## src/rtl/cbd_pkg.sv

```systemverilog
// Package with the request types, phase codes and byte constants of the chunked body decoder.
package cbd_pkg;

    typedef struct packed {
        logic [7:0] data_byte;
        logic       stream_end;
    } t_in_req;

    typedef struct packed {
        logic [7:0] body_byte;
        logic [1:0] kind;
    } t_out_req;

    typedef struct packed {
        logic    valid;
        t_in_req req;
    } t_in_slot;

    typedef struct packed {
        logic     valid;
        t_out_req req;
    } t_result;

    typedef enum logic [3:0] {
        PH_SIZE    = 4'd0,
        PH_SIZE_LF = 4'd1,
        PH_EXT     = 4'd2,
        PH_EXT_LF  = 4'd3,
        PH_DATA    = 4'd4,
        PH_DATA_CR = 4'd5,
        PH_DATA_LF = 4'd6,
        PH_DONE    = 4'd7,
        PH_FAILED  = 4'd8
    } t_phase;

    localparam logic [1:0] KIND_BYTE  = 2'd0;
    localparam logic [1:0] KIND_DONE  = 2'd1;
    localparam logic [1:0] KIND_ERROR = 2'd2;

    localparam logic [7:0] CH_SEMI  = 8'h3B;
    localparam logic [7:0] CH_CR    = 8'h0D;
    localparam logic [7:0] CH_LF    = 8'h0A;
    localparam logic [7:0] CH_ZERO  = 8'h30;
    localparam logic [7:0] CH_NINE  = 8'h39;
    localparam logic [7:0] CH_LOW_A = 8'h61;
    localparam logic [7:0] CH_LOW_F = 8'h66;
    localparam logic [7:0] CH_UP_A  = 8'h41;
    localparam logic [7:0] CH_UP_F  = 8'h46;
    localparam logic [7:0] HEX_TEN  = 8'd10;

    // Returns a valid flag in the top bit and the digit value below it.
    function automatic logic [4:0] hex_value(input logic [7:0] c);
        logic [7:0] v;
        v = 8'd0;
        if (c >= CH_ZERO && c <= CH_NINE) begin
            v = c - CH_ZERO;
            return {1'b1, v[3:0]};
        end else if (c >= CH_LOW_A && c <= CH_LOW_F) begin
            v = c - CH_LOW_A + HEX_TEN;
            return {1'b1, v[3:0]};
        end else if (c >= CH_UP_A && c <= CH_UP_F) begin
            v = c - CH_UP_A + HEX_TEN;
            return {1'b1, v[3:0]};
        end
        return 5'd0;
    endfunction

endpackage

```

## src/rtl/cbd_in_stage.sv

```systemverilog
// Input register that holds one request until the parser can take it.
module cbd_in_stage (
    input  logic             i_clk,
    input  logic             i_rst_n,
    input  logic             i_in_valid,
    input  cbd_pkg::t_in_req i_in_req,
    input  logic             i_advance,
    output cbd_pkg::t_in_slot o_slot
);
    import cbd_pkg::*;

    logic    r_valid;
    t_in_req r_req;

    always_ff @(posedge i_clk) begin
        if (!i_rst_n) begin
            r_valid <= 1'b0;
        end else if (i_advance) begin
            r_valid <= i_in_valid;
        end
    end

    always_ff @(posedge i_clk) begin
        if (i_advance && i_in_valid) begin
            r_req <= i_in_req;
        end
    end

    assign o_slot = '{valid: r_valid, req: r_req};

endmodule

```

## src/rtl/cbd_parser.sv

```systemverilog
// Framing state machine and size counter that decode one request per enabled cycle.
module cbd_parser #(
    parameter int SIZE_BITS = 32
) (
    input  logic             i_clk,
    input  logic             i_rst_n,
    input  logic             i_en,
    input  cbd_pkg::t_in_req i_req,
    output cbd_pkg::t_result o_res
);
    import cbd_pkg::*;

    t_phase                r_phase, n_phase;
    logic                  r_seen, n_seen;
    logic [SIZE_BITS-1:0]  r_left, n_left;
    logic [SIZE_BITS-1:0]  left_dec;
    logic [4:0]            hex;
    logic                  res_valid;
    logic [1:0]            res_kind;
    logic [7:0]            res_byte;
    logic [7:0]            c;

    assign c        = i_req.data_byte;
    assign hex      = hex_value(c);
    assign left_dec = r_left - {{(SIZE_BITS-1){1'b0}}, 1'b1};

    always_ff @(posedge i_clk) begin
        if (!i_rst_n) begin
            r_phase <= PH_SIZE;
            r_seen  <= 1'b0;
            r_left  <= '0;
        end else if (i_en) begin
            r_phase <= n_phase;
            r_seen  <= n_seen;
            r_left  <= n_left;
        end
    end

    always_comb begin
        n_phase   = r_phase;
        n_seen    = r_seen;
        n_left    = r_left;
        res_valid = 1'b0;
        res_kind  = KIND_BYTE;
        res_byte  = 8'd0;
        if (i_req.stream_end) begin
            n_phase   = PH_SIZE;
            n_seen    = 1'b0;
            n_left    = '0;
            res_valid = !(r_phase == PH_DONE || r_phase == PH_FAILED);
            res_kind  = KIND_ERROR;
        end else begin
            case (r_phase)
                PH_SIZE: begin
                    if (c == CH_SEMI || c == CH_CR) begin
                        if (!r_seen) begin
                            n_phase   = PH_FAILED;
                            res_valid = 1'b1;
                            res_kind  = KIND_ERROR;
                        end else begin
                            n_phase = (c == CH_SEMI) ? PH_EXT : PH_SIZE_LF;
                        end
                    end else if (!hex[4] || r_left[SIZE_BITS-1 -: 4] != 4'd0) begin
                        n_phase   = PH_FAILED;
                        res_valid = 1'b1;
                        res_kind  = KIND_ERROR;
                    end else begin
                        n_left = {r_left[SIZE_BITS-5:0], hex[3:0]};
                        n_seen = 1'b1;
                    end
                end
                PH_SIZE_LF, PH_EXT_LF: begin
                    if (c == CH_LF) begin
                        if (!r_seen) begin
                            n_phase   = PH_FAILED;
                            res_valid = 1'b1;
                            res_kind  = KIND_ERROR;
                        end else if (r_left == '0) begin
                            n_phase   = PH_DONE;
                            res_valid = 1'b1;
                            res_kind  = KIND_DONE;
                        end else begin
                            n_phase = PH_DATA;
                        end
                    end else if (r_phase == PH_SIZE_LF) begin
                        n_phase   = PH_FAILED;
                        res_valid = 1'b1;
                        res_kind  = KIND_ERROR;
                    end else if (c != CH_CR) begin
                        n_phase = PH_EXT;
                    end
                end
                PH_EXT: begin
                    if (c == CH_CR) begin
                        n_phase = PH_EXT_LF;
                    end
                end
                PH_DATA: begin
                    n_left    = left_dec;
                    res_valid = 1'b1;
                    res_kind  = KIND_BYTE;
                    res_byte  = c;
                    if (left_dec == '0) begin
                        n_phase = PH_DATA_CR;
                    end
                end
                PH_DATA_CR: begin
                    if (c != CH_CR) begin
                        n_phase   = PH_FAILED;
                        res_valid = 1'b1;
                        res_kind  = KIND_ERROR;
                    end else begin
                        n_phase = PH_DATA_LF;
                    end
                end
                PH_DATA_LF: begin
                    if (c != CH_LF) begin
                        n_phase   = PH_FAILED;
                        res_valid = 1'b1;
                        res_kind  = KIND_ERROR;
                    end else begin
                        n_phase = PH_SIZE;
                        n_seen  = 1'b0;
                        n_left  = '0;
                    end
                end
                PH_DONE: begin
                    n_phase = PH_DONE;
                end
                default: begin
                    n_phase = PH_FAILED;
                end
            endcase
        end
    end

    assign o_res = '{valid: res_valid, req: '{body_byte: res_byte, kind: res_kind}};

endmodule

```

## src/rtl/chunked_body_decoder.sv

```systemverilog
// Top level of the chunked body decoder with its result register and assertions.
//
// The input channel carries one received body byte or an end-of-stream mark
// per request; the output channel carries decoded payload bytes, a body
// complete mark or a framing error. A request that gives a result passes
// the input register and the parser and is then loaded into the result
// register, from which the receiver takes it. Requests that give no result
// leave nothing on the output. One request is taken in every cycle in which
// the input stall is low: each one passes the input register and the parser
// once, and the parser updates its size counter and phase register as it
// processes the request. A result waiting in the result register does not
// block the next request unless the receiver stalls; while the receiver
// stalls and the result register is full, a request in the input register
// is held there and the input stall rises in the same cycle. Reset clears
// both registers and puts the parser at the start of a size line with a zero
// counter. An end-of-stream request resets the parser the same way, giving an
// error result first if the body was not yet complete and no error was reported.
module chunked_body_decoder #(
    parameter int SIZE_BITS = 32
) (
    input  logic              i_clk,
    input  logic              i_rst_n,
    input  logic              i_in_valid,
    output logic              o_in_stall,
    input  cbd_pkg::t_in_req  i_in_req,
    output logic              o_out_valid,
    input  logic              i_out_stall,
    output cbd_pkg::t_out_req o_out_req
);
    import cbd_pkg::*;

    t_in_slot slot;
    t_result  res;
    logic     out_free;
    logic     proc;
    logic     advance;
    logic     r_out_valid;
    t_out_req r_out_req;

    assign out_free   = !r_out_valid || !i_out_stall;
    assign proc       = slot.valid && out_free;
    assign advance    = !slot.valid || proc;
    assign o_in_stall = !advance;

    cbd_in_stage u_in_stage (
        .i_clk      (i_clk),
        .i_rst_n    (i_rst_n),
        .i_in_valid (i_in_valid),
        .i_in_req   (i_in_req),
        .i_advance  (advance),
        .o_slot     (slot)
    );

    cbd_parser #(
        .SIZE_BITS (SIZE_BITS)
    ) u_parser (
        .i_clk   (i_clk),
        .i_rst_n (i_rst_n),
        .i_en    (proc),
        .i_req   (slot.req),
        .o_res   (res)
    );

    always_ff @(posedge i_clk) begin
        if (!i_rst_n) begin
            r_out_valid <= 1'b0;
        end else if (out_free) begin
            r_out_valid <= proc && res.valid;
        end
    end

    always_ff @(posedge i_clk) begin
        if (proc && res.valid) begin
            r_out_req <= res.req;
        end
    end

    assign o_out_valid = r_out_valid;
    assign o_out_req   = r_out_req;

`ifndef NO_ASSERTIONS
    a_kind_legal: assert property (@(posedge i_clk) disable iff (!i_rst_n)
        o_out_valid |-> (o_out_req.kind == KIND_BYTE || o_out_req.kind == KIND_DONE
                         || o_out_req.kind == KIND_ERROR))
        else $error("Result kind out of range.");

    a_mark_zero: assert property (@(posedge i_clk) disable iff (!i_rst_n)
        (o_out_valid && o_out_req.kind != KIND_BYTE) |-> o_out_req.body_byte == 8'd0)
        else $error("Completion or error result carries a nonzero byte.");

    a_in_loaded: assert property (@(posedge i_clk) disable iff (!i_rst_n)
        (i_in_valid && !o_in_stall) |=> slot.valid)
        else $error("Accepted request did not reach the input register.");

    a_stall_cause: assert property (@(posedge i_clk) disable iff (!i_rst_n)
        o_in_stall |-> (r_out_valid && i_out_stall))
        else $error("Input stalled while the result register could drain.");
`endif

endmodule
```

## config.mk

```make
export PLATFORM = sky130hd
export DESIGN_NAME = chunked_body_decoder
export DESIGN_NICKNAME = d
export VERILOG_FILES = /design/src/rtl/cbd_pkg.sv /design/src/rtl/cbd_in_stage.sv /design/src/rtl/cbd_parser.sv /design/src/rtl/chunked_body_decoder.sv
export SDC_FILE = /design/constraint.sdc
export NUM_CORES = 1
export LEC_CHECK = 0
export BUFFER_PORTS_ARGS = -buffer_cell sky130_fd_sc_hd__buf_2
export CELL_PAD_IN_SITES_DETAIL_PLACEMENT = 1
export CELL_PAD_IN_SITES_GLOBAL_PLACEMENT = 1
export CORE_MARGIN = 2
export CORE_UTILIZATION = 45
export CTS_CLUSTER_SIZE = 16
export DETAILED_ROUTE_END_ITERATION = 7
export GPL_TIMING_DRIVEN = 0
export HOLD_SLACK_MARGIN = 0.06
export PLACE_DENSITY_LB_ADDON = 0.1
export RECOVER_POWER = 100
export SLEW_MARGIN = 20
export SYNTH_ARGS = -nofsm -noshare
export SYNTH_HDL_FRONTEND = slang
export SYNTH_HIERARCHICAL = 1
export SYNTH_SLANG_ARGS = --single-unit
export TNS_END_PERCENT = 10
```

## constraint.sdc

```tcl
create_clock -name i_clk -period 4 [get_ports i_clk]
set_input_delay 0.8 -clock i_clk [delete_from_list [all_inputs] [get_ports i_clk]]
set_output_delay 0.8 -clock i_clk [all_outputs]
set_load 0.05 [all_outputs]
```

==> impl_results.md, run 1 <==
- Die area: 0.00956 mm2
- Hold depth: 2
- Max-cap violation count: 0
- R2R Setup Slk: between 200 and 250 ps
- Worst slack at placement: -116 ps
- Async set-or-reset flop fraction in the synthesized netlist: 0
- Clock Pin Slew Worst Setup and Hold Paths: 80 ps
- R2R Path Start: u_parser/r_left[0]
- Ant. Diodes: 0
- Startpoint Class: flip-flop
- Switching Share: 0.326
- CP Class: flip-flop to flip-flop
- Setup Buffers After CTS: 0
- Least-Margin Pin Slew: 777 ps
- Sequential share of power: 0.397
- First DRT Iteration DRCs: a little under 300
- Combinational share of power: 0.216
- P_leak: 1.54 nW
- Filler cells: 1071
- Final Hold Viols: 0
- Synthesized Nets: around 500
- Half-perimeter wire length after placement: about 9600 um
- IO buf count: 24
- DR WL/cell: 21.1 um
- Mean area per synthesized cell: a little over 8 um2
- Kind of end point of the critical path: flip-flop
- Slew HR: 0.477
- CTS buffer count: 9
- Synthesized flop and latch total: 58
- Grt total ovfl: 0
- Number of flops mapped to enable cells by yosys: 19
- Layout Skew: roughly 7.6 ps
- Library cells used by synthesis: 83
- Core area: 0.00864 mm2
- Final worst slack: 202 ps
- R2R cell count: 10
- Min-delay worst type: flip-flop to flip-flop
- Status: finished clean
- P_sw: 532 uW
- Power per standard cell area: 369 mW/mm2
- Yosys warns: 6
- RD Place Congestion: approximately 0.90
- First-pass GRT wire length: 21500 um
- Fin crit period: approximately 3800 ps
- Placed cell areas: 0.00421 mm2
- Hold Path Sink: o_out_valid
- CTS Root Buffer Type: clkbuf_8
- CTS H-tree depth: 3
- Die H: ~98 um
- Overall routed net length: 13300 um
- Clk sinks: 58
- Hold path startpoint: o_out_valid
- Post-synthesis sequential area ratio: 0.342
- TritonRoute pass-1 iters: 4
- RSZ-0062 raised after global routing: no
- ANT nets after route: 0
- Layout area overhead: 11.8%
- Clock power share: 0.387
- Fin crit share: 0.950
- Slew Viols, Final: 0
- Clk buf depth: 2
- DP Cell Count: approximately 600
- Vias per Instance: roughly 6.3
- Post-synthesis cell count: 483
- Final cell count without fillers: 631
- TritonCTS clock tree: done
- Largest net degree at the start of global routing: 13
- WP data required: 4250 ps
- FF-to-FF End: u_parser/r_phase[2]
- Share of cells above drive strength 1: 0.117
- Cell Int Power: 1.10 mW
- Design area: approximately 0.0044 mm2
- Vias in the first global route: between 3000 and 4000
- Initial antenna violation count: 0
- FMAX: 263 MHz
- Worst skew pair latency: 350 ps
- Max VDD drop: 0.226 mV
- Arrival time worst endpoint: 4050 ps
- DR DRC count: 0
- Row Count: 34
- Die width: 97.8 um
- # setup viols final: 0
- Layout Nets: 538
- Pwr Total: 1.63 mW
- Starting Density: 0.458
- Synth Cell Area: 0.00396 mm2
- GRT Util Overall: 0.284
- Top Ports: 25
- CP Max Fanout: 7
- Vias post-DR: 3986
- Dominant synthesized flop cell: dfxtp_1
flip-flops by register name (all words and copies together) (netlist names):
name,flops
u_parser/r_left,32
o_out_req,10
u_in_stage/o_slot,9
u_parser/r_phase,4
o_out_valid,1
u_in_stage/r_valid,1
u_parser/r_seen,1
layout make-up:
cell class	count	area [um2]	share of cell area
buffer	37	183	0.0413
multi-input combinational	378	2390	0.540
clock buffer	9	124	0.0280
sequential	58	1350	0.305
clock inverter	7	101	0.0229
timing repair buffer	24	104	0.0235
tap	108	135	0.0305
inverter	10	37.5	0.00848
layout by cell type (no fill, tap or decap), types with 13 or more instances in the layout:
master and instances:
nor2_1 53, nand2_1 47, clkbuf_1 42, dfxtp_1 39, o21ai_0 34, a21oi_1 28, nor3_1 25, edfxtp_1 19
nand3_1 13
worst max-delay path by stage:
stage                         startpoint  slack [ps]                   to  cells past startpoint
finish                u_parser/r_left[0]         200  u_parser/r_phase[2]                     10
global route          u_parser/r_left[0]          40  u_parser/r_phase[2]                     10
CTS                 u_in_stage/o_slot[1]         180  u_parser/r_left[30]                     11
detailed placement   u_parser/r_left[10]        -120         o_out_req[3]                     11
global placement     u_parser/r_left[10]        -0.5         o_out_req[3]                     11
floorplan           u_in_stage/o_slot[8]         780         o_out_req[0]                     11
metal layers:
metal,GRT usage,vias to the layer above,part of all wire
met5,0,-,0
met4,0.0759,0,0.014
met3,0.0429,20,0.041
met2,0.445,114,0.46
met1,0.413,1991,0.48
li1,-,1861,-
synth_stat cells (9+ instances only):
| master | count | share of area |
|---|---|---|
| a21oi_1 | 29 | 0.037 |
| a22oi_1 | 12 | 0.023 |
| and2_1 | 10 | 0.016 |
| clkbuf_1 | 28 | 0.027 |
| dfxtp_1 | 39 | 0.20 |
| edfxtp_1 | 19 | 0.14 |
| inv_1 | 10 | 0.0095 |
| nand2_1 | 46 | 0.044 |
| nand3_1 | 13 | 0.016 |
| nor2_1 | 53 | 0.050 |
| nor3_1 | 25 | 0.032 |
| nor4_1 | 9 | 0.014 |
| o21ai_0 | 34 | 0.043 |
| xnor2_1 | 11 | 0.024 |
worst max-delay path, cell delays in order (launching register included):
cell and delay, ps:
dfxtp_1 380, inv_1 140, ha_1 260, nor3b_1 450
nand4_1 290, nor4_1 660, xor2_1 120, or4_1 460
nor4_2 400, o21ai_1 220, o41ai_2 330
per-stage QoR:
step	hold slack [ps]	TNS, ps	util
floorplan	479	0	-
global placement	484	-2.29	0.488
detailed placement	512	-1160	0.488
CTS	534	0	0.514
global route	573	0	0.512
finish	538	0	0.512
what timing repair did:
item / CTS / global route
pin swaps: 0 / 0
cloned: 0 / 0
resized for setup: 1 / 2
hold buffers: 0 / 0
hold endpoints to repair: 0 / 0
setup endpoints to repair: 10 / 17
power by group through the flow:
| stage | clock network, mW | logic (mW) | registers (mW) |
|---|---|---|---|
| floorplan | 0 | 0.237 | 0.674 |
| global placement | 0 | 0.337 | 0.659 |
| detailed placement | 0 | 0.345 | 0.660 |
| CTS | 0.646 | 0.348 | 0.647 |
| global route | 0.670 | 0.380 | 0.650 |
| finish | 0.632 | 0.353 | 0.647 |
logic make-up after synthesis:
kind of cell    count (synthesis)  share of synthesized area
compound gates                138                      0.238
xor+xnor                       19                     0.0421
fa+ha+maj                       7                     0.0221
buf+inv                        47                     0.0560
flops                          58                      0.342
mux                             2                    0.00506
simple gates                  212                      0.296
No activity file was read; power rests on OpenSTA's default activity.
==> inputs of run 2 (changes only) <==
--- a/config.mk
+++ b/config.mk
@@ -16,5 +16,5 @@
 export HOLD_SLACK_MARGIN = 0.06
 export PLACE_DENSITY_LB_ADDON = 0.1
-export RECOVER_POWER = 100
+export RECOVER_POWER = 25
 export SLEW_MARGIN = 20
 export SYNTH_ARGS = -nofsm -noshare
==> constraint.sdc (replaced) <==
create_clock -name i_clk -period 3.75 [get_ports i_clk]
set_input_delay 0.375 -clock i_clk [delete_from_list [all_inputs] [get_ports i_clk]]
set_output_delay 0.375 -clock i_clk [all_outputs]
set_load 0.05 [all_outputs]
==> impl_results.md, run 2 (same netlist as run 1, synthesis figures left out) <==
- DR DRC count: 0
- Clk sinks: 58
- P_leak: approximately 1.6 nW
- Pwr Total: 1.75 mW
- Cell mode on critical path: o21bai_1
- CP Class: flip-flop to flip-flop
- Most frequent cells in the layout: 53 x nor2_1, 46 x nand2_1, 39 x dfxtp_1, 34 x o21ai_0, 31 x clkbuf_1
- Worst path slowest cell: edfxtp_1
- Initial antenna violation count: 0
- Startpoint Class: flip-flop
- Slew Viols, Final: 0
- Row Count: 34
- Min-delay worst type: input pin to flip-flop
- Max VDD drop: 0.241 mV
- GRT Util Overall: 0.284
- Layout area overhead: 12.6%
- Design area: 0.00446 mm2
- Fin crit share: 0.940
- WP data required: 3830 ps
- TritonRoute pass-1 iters: 4
- # setup viols final: 0
- First-pass GRT wire length: 21500 um
- Top reg by flops: u_parser/r_left
- Most common cell after layout, fill and taps aside: nor2_1
- Final Hold Viols: 0
- RD Place Congestion: around 0.9
- Top delay family on crit path: compound AO/OA/AOI/OAI gates
- Final cell count without fillers: roughly 630
- Top Ports: 25
- Kind of end point of the critical path: flip-flop
- Layout Nets: ~540
- Fin crit period: 3530 ps
- Clk buf depth: 2
- Cell Int Power: 1.18 mW
- Status: finished clean
- RSZ-0062 raised after global routing: no
- Max-cap violation count: 0
- Die width: a little under 100 um
- Layout Skew: between 7 and 8 ps
- Share of cells above drive strength 1: 0.143
- Least-Margin Pin Slew: 779 ps
- Worst Path Buf+Inv: 2
- CTS H-tree depth: 3
- Setup Buffers After CTS: 0
- Half-perimeter wire length after placement: 9630 um
- Power per standard cell area: a little under 400 mW/mm2
- Filler cells: 1064
- Switching Share: 0.326
- Vias post-DR: 3972
- Clock Pin Slew Worst Setup and Hold Paths: 80 ps
- R2R Path Start: u_in_stage/o_slot[1]
- Largest net degree at the start of global routing: 13
- Max reg flops: 32
- Overall routed net length: 13300 um
- Ant. Diodes: 0
- Hold-fix buffers, CTS: 0
- CTS buffer count: 9
- Combinational share of power: 0.218
- FF-to-FF End: o_out_req[9]
- P_sw: 570 uW
- IO buf count: 24
- CP Max Fanout: 10
- Placed cell areas: between 0.004 and 0.005 mm2
- Vias per Instance: 6.29
- Clock power share: 0.386
- Starting Density: 0.458
- R2R cell count: 13
- Vias in the first global route: between 3000 and 4000
- DR WL/cell: around 21 um
- PostCTS Resize Cnt: 3
- Hold Path Sink: u_in_stage/o_slot[1]
- Grt total ovfl: 0
- Die area: roughly 0.0096 mm2
- Die H: slightly below 100 um
- First DRT Iteration DRCs: 288
- DP Cell Count: 615
- TritonCTS clock tree: done
- Slew HR: 0.481
- Worst hold slack: around 200 ps
- Hold depth: 1
- Sequential share of power: 0.395
- Hold path startpoint: i_in_req[1]
- Fin util: 0.516
- Arrival time worst endpoint: 3600 ps
- Crit-path cells: inv_1 -> ha_1 -> o21bai_1 -> a21boi_1 -> o21bai_1 -> nand3_1 -> a221o_1 -> a21oi_1 -> o21ai_0 -> o211a_1 -> buf_4 -> nand2_1 -> a21oi_4
- Core area: 0.00864 mm2
- ANT nets after route: 0
- CTS Root Buffer Type: clkbuf_8
- Max stage delay on crit path: about 500 ps
- Worst skew pair latency: 350 ps
- R2R Setup Slk: ~220 ps
- FMAX: 284 MHz
==> run 2: cell count changes in the layout (fill, tap and decap cells not counted), sizes merged <==
cell    delta
buf       +11
clkbuf    -11
==> run 2: cell type report <==
| class | instances | area (um2) | area share |
|---|---|---|---|
| multi-input combinational | 378 | 2410 | 0.541 |
| clock buffer | 9 | 124 | 0.0278 |
| timing repair buffer | 24 | 116 | 0.0261 |
| tap | 108 | 135 | 0.0303 |
| inverter | 10 | 37.5 | 0.00842 |
| sequential | 58 | 1350 | 0.303 |
| buffer | 37 | 181 | 0.0407 |
| clock inverter | 7 | 101 | 0.0227 |
==> run 2: worst max-delay path by stage <==
stage	slack, ps	to	depth (start not counted)	start
after floorplan	530	o_out_req[0]	11	u_in_stage/o_slot[8]
after global placement	-250	o_out_req[3]	11	u_parser/r_left[10]
after detailed placement	-370	o_out_req[3]	11	u_parser/r_left[10]
after CTS	130	o_out_req[6]	11	u_parser/r_left[10]
after global routing	30	o_out_req[9]	11	u_parser/r_left[10]
final	220	o_out_req[9]	13	u_in_stage/o_slot[1]
==> run 2: layer usage <==
| metal | routed length [um] | global-route usage | vias to the layer above | share of wire |
|---|---|---|---|---|
| met2 | 6170 | 0.444 | 121 | 0.46 |
| met3 | 698 | 0.0429 | 18 | 0.052 |
| li1 | - | - | 1855 | - |
| met4 | 202 | 0.0759 | 0 | 0.015 |
| met1 | 6250 | 0.414 | 1978 | 0.47 |
| met5 | 0 | 0 | - | 0 |
==> run 2: per-stage QoR <==
stage / setup WS, ps / setup TNS (ps)
final: 225 / 0
after floorplan: 527 / 0
after global placement: -251 / -2500
after CTS: 134 / 0
after detailed placement: -366 / -3660
after global routing: 33.6 / 0
==> run 2: power groups by stage <==
stage	clock (mW)	combinational [mW]	sequential, mW
after floorplan	0	0.252	0.719
after detailed placement	0	0.368	0.704
after global placement	0	0.360	0.703
after global routing	0.715	0.409	0.693
final	0.674	0.381	0.691
after CTS	0.689	0.374	0.690
==> inputs of run 3 (changes only) <==
- REMOVE_ABC_BUFFERS: default -> 1
- clock period: 3.75 -> 3.35 ns (I/O delays scaled with it)
==> impl_results.md, run 3 (same netlist as run 1, synthesis figures left out) <==
- Status: finished clean
- Most common cell after layout, fill and taps aside: nor2_1
- Die width: 97.8 um
- Final TNS setup: 0 ps
- Grt total ovfl: 0
- Register area: ~0.0014 mm2
- Pwr Total: 1.95 mW
- RSZ-0062 raised after global routing: yes
- Starting Density: 0.458
- Largest net degree at the start of global routing: 34
- First DRT Iteration DRCs: around 170
- Min-delay worst type: input pin to flip-flop
- Max-cap violation count: 0
- IO buf count: 24
- ANT nets after route: 0
- Power per standard cell area: 444 mW/mm2
- # setup viols final: 0
- Clock power share: 0.387
- Switching Share: 0.308
- Top reg by flops: u_parser/r_left
- Vias per Instance: 6.39
- Row Count: 34
- Initial antenna violation count: 0
- Sequential share of power: 0.402
- Layout Nets: 506
- Die H: 97.8 um
- CP Max Fanout: 10
- Worst hold slack: 156 ps
- Hold-fix buffers, CTS: 0
- Worst skew pair latency: 350 ps
- Most frequent cells in the layout: 52 x nor2_1, 46 x nand2_1, 39 x dfxtp_1, 34 x o21ai_0, 26 x a21oi_1
- Fin crit share: 0.956
- Least-Margin Pin Slew: 889 ps
- Overall routed net length: 12300 um
- First-pass GRT wire length: about 21000 um
- Clk buf depth: 2
- CTS buffer count: 9
- Combinational share of power: 0.211
- Top Ports: 25
- Slew Viols, Final: 0
- RD Place Congestion: 0.870
- Startpoint Class: flip-flop
- Filler cells: 1055
- Half-perimeter wire length after placement: around 8400 um
- CTS Root Buffer Type: clkbuf_8
- WP data required: roughly 3500 ps
- P_sw: 602 uW
- Kind of end point of the critical path: flip-flop
- DR WL/cell: 20.5 um
- Share of cells above drive strength 1: 0.165
- Arrival time worst endpoint: 3320 ps
- Cell Int Power: 1.35 mW
- Footprint of the multi-input gates: 0.00247 mm2
- Layout area overhead: 11.3%
- DR DRC count: 0
- Clk sinks: 58
- GRT Util Overall: 0.266
- Layout Skew: 7.84 ps
- TritonRoute pass-1 iters: 5
- FMAX: 312 MHz
- Clock Pin Slew Worst Setup and Hold Paths: ~70 ps
- Fin crit period: 3200 ps
- CTS H-tree depth: 3
- Die area: 0.00956 mm2
- Core area: 0.00864 mm2
- Max reg flops: 32
- Vias post-DR: around 3800
- CP Class: flip-flop to flip-flop
- Max VDD drop: 0.271 mV
- TritonCTS clock tree: done
- Vias in the first global route: 3957
- Slew HR: 0.402
- Final Hold Viols: 0
- P_leak: 1.57 nW
- Ant. Diodes: 0
[run 3: power by group through the flow]
| stage | logic (mW) | clock network (mW) | registers, mW |
|---|---|---|---|
| floorplan | 0.265 | 0 | 0.812 |
| global placement | 0.375 | 0 | 0.797 |
| detailed placement | 0.389 | 0 | 0.799 |
| CTS | 0.401 | 0.773 | 0.784 |
| global route | 0.452 | 0.798 | 0.790 |
| finish | 0.412 | 0.757 | 0.786 |
[run 3: layer usage]
metal | part of all wire | track usage
met1 | 0.47 | 0.357
met2 | 0.47 | 0.442
met3 | 0.044 | 0.0387
met4 | 0.021 | 0.0897
met5 | 0 | 0
[run 3: metrics by stage]
stage	utilization	cell area (um2)	setup WS (ps)	instances
after floorplan	-	3770	25.9	446
after global placement	0.466	4030	-1220	578
after detailed placement	0.472	4080	-459	581
after CTS	0.504	4350	8.74	598
after global routing	0.510	4400	-92.5	599
final	0.510	4400	146	599
[run 3: what timing repair did]
item                       CTS  global route
resized for setup            7             8
pin swaps                    1             0
cloned                       0             0
setup endpoints to repair   27            32
buffers inserted             1             1
[run 3: worst paths after layout]
| path | from | cells past startpoint | endpoint | slack [ps] |
|---|---|---|---|---|
| min | i_in_req[2] | 1 | u_in_stage/o_slot[2] | 160 |
| min reg2reg | o_out_valid | 2 | o_out_valid | 540 |
| max | u_in_stage/o_slot[8] | 11 | o_out_req[4] | 150 |
| max reg2reg | u_in_stage/o_slot[8] | 11 | o_out_req[4] | 150 |
[run 3: final cells by class]
cell class                 instances  area share
clock buffer                      11      0.0344
tap                              108      0.0307
sequential                        58       0.307
clock inverter                     5      0.0173
multi-input combinational        378       0.562
inverter                          10     0.00853
timing repair buffer              29      0.0404
[run 3: critical path: stages, from the launching register on]
cell      delay, ps
edfxtp_1        440
or4_4           640
o31ai_4         400
o32a_1          200
nand2_1          70
a221o_1         410
a21oi_2         180
a21oi_1          60
o211a_1         240
nand2_1         120
a21oi_4          50
buf_12          150
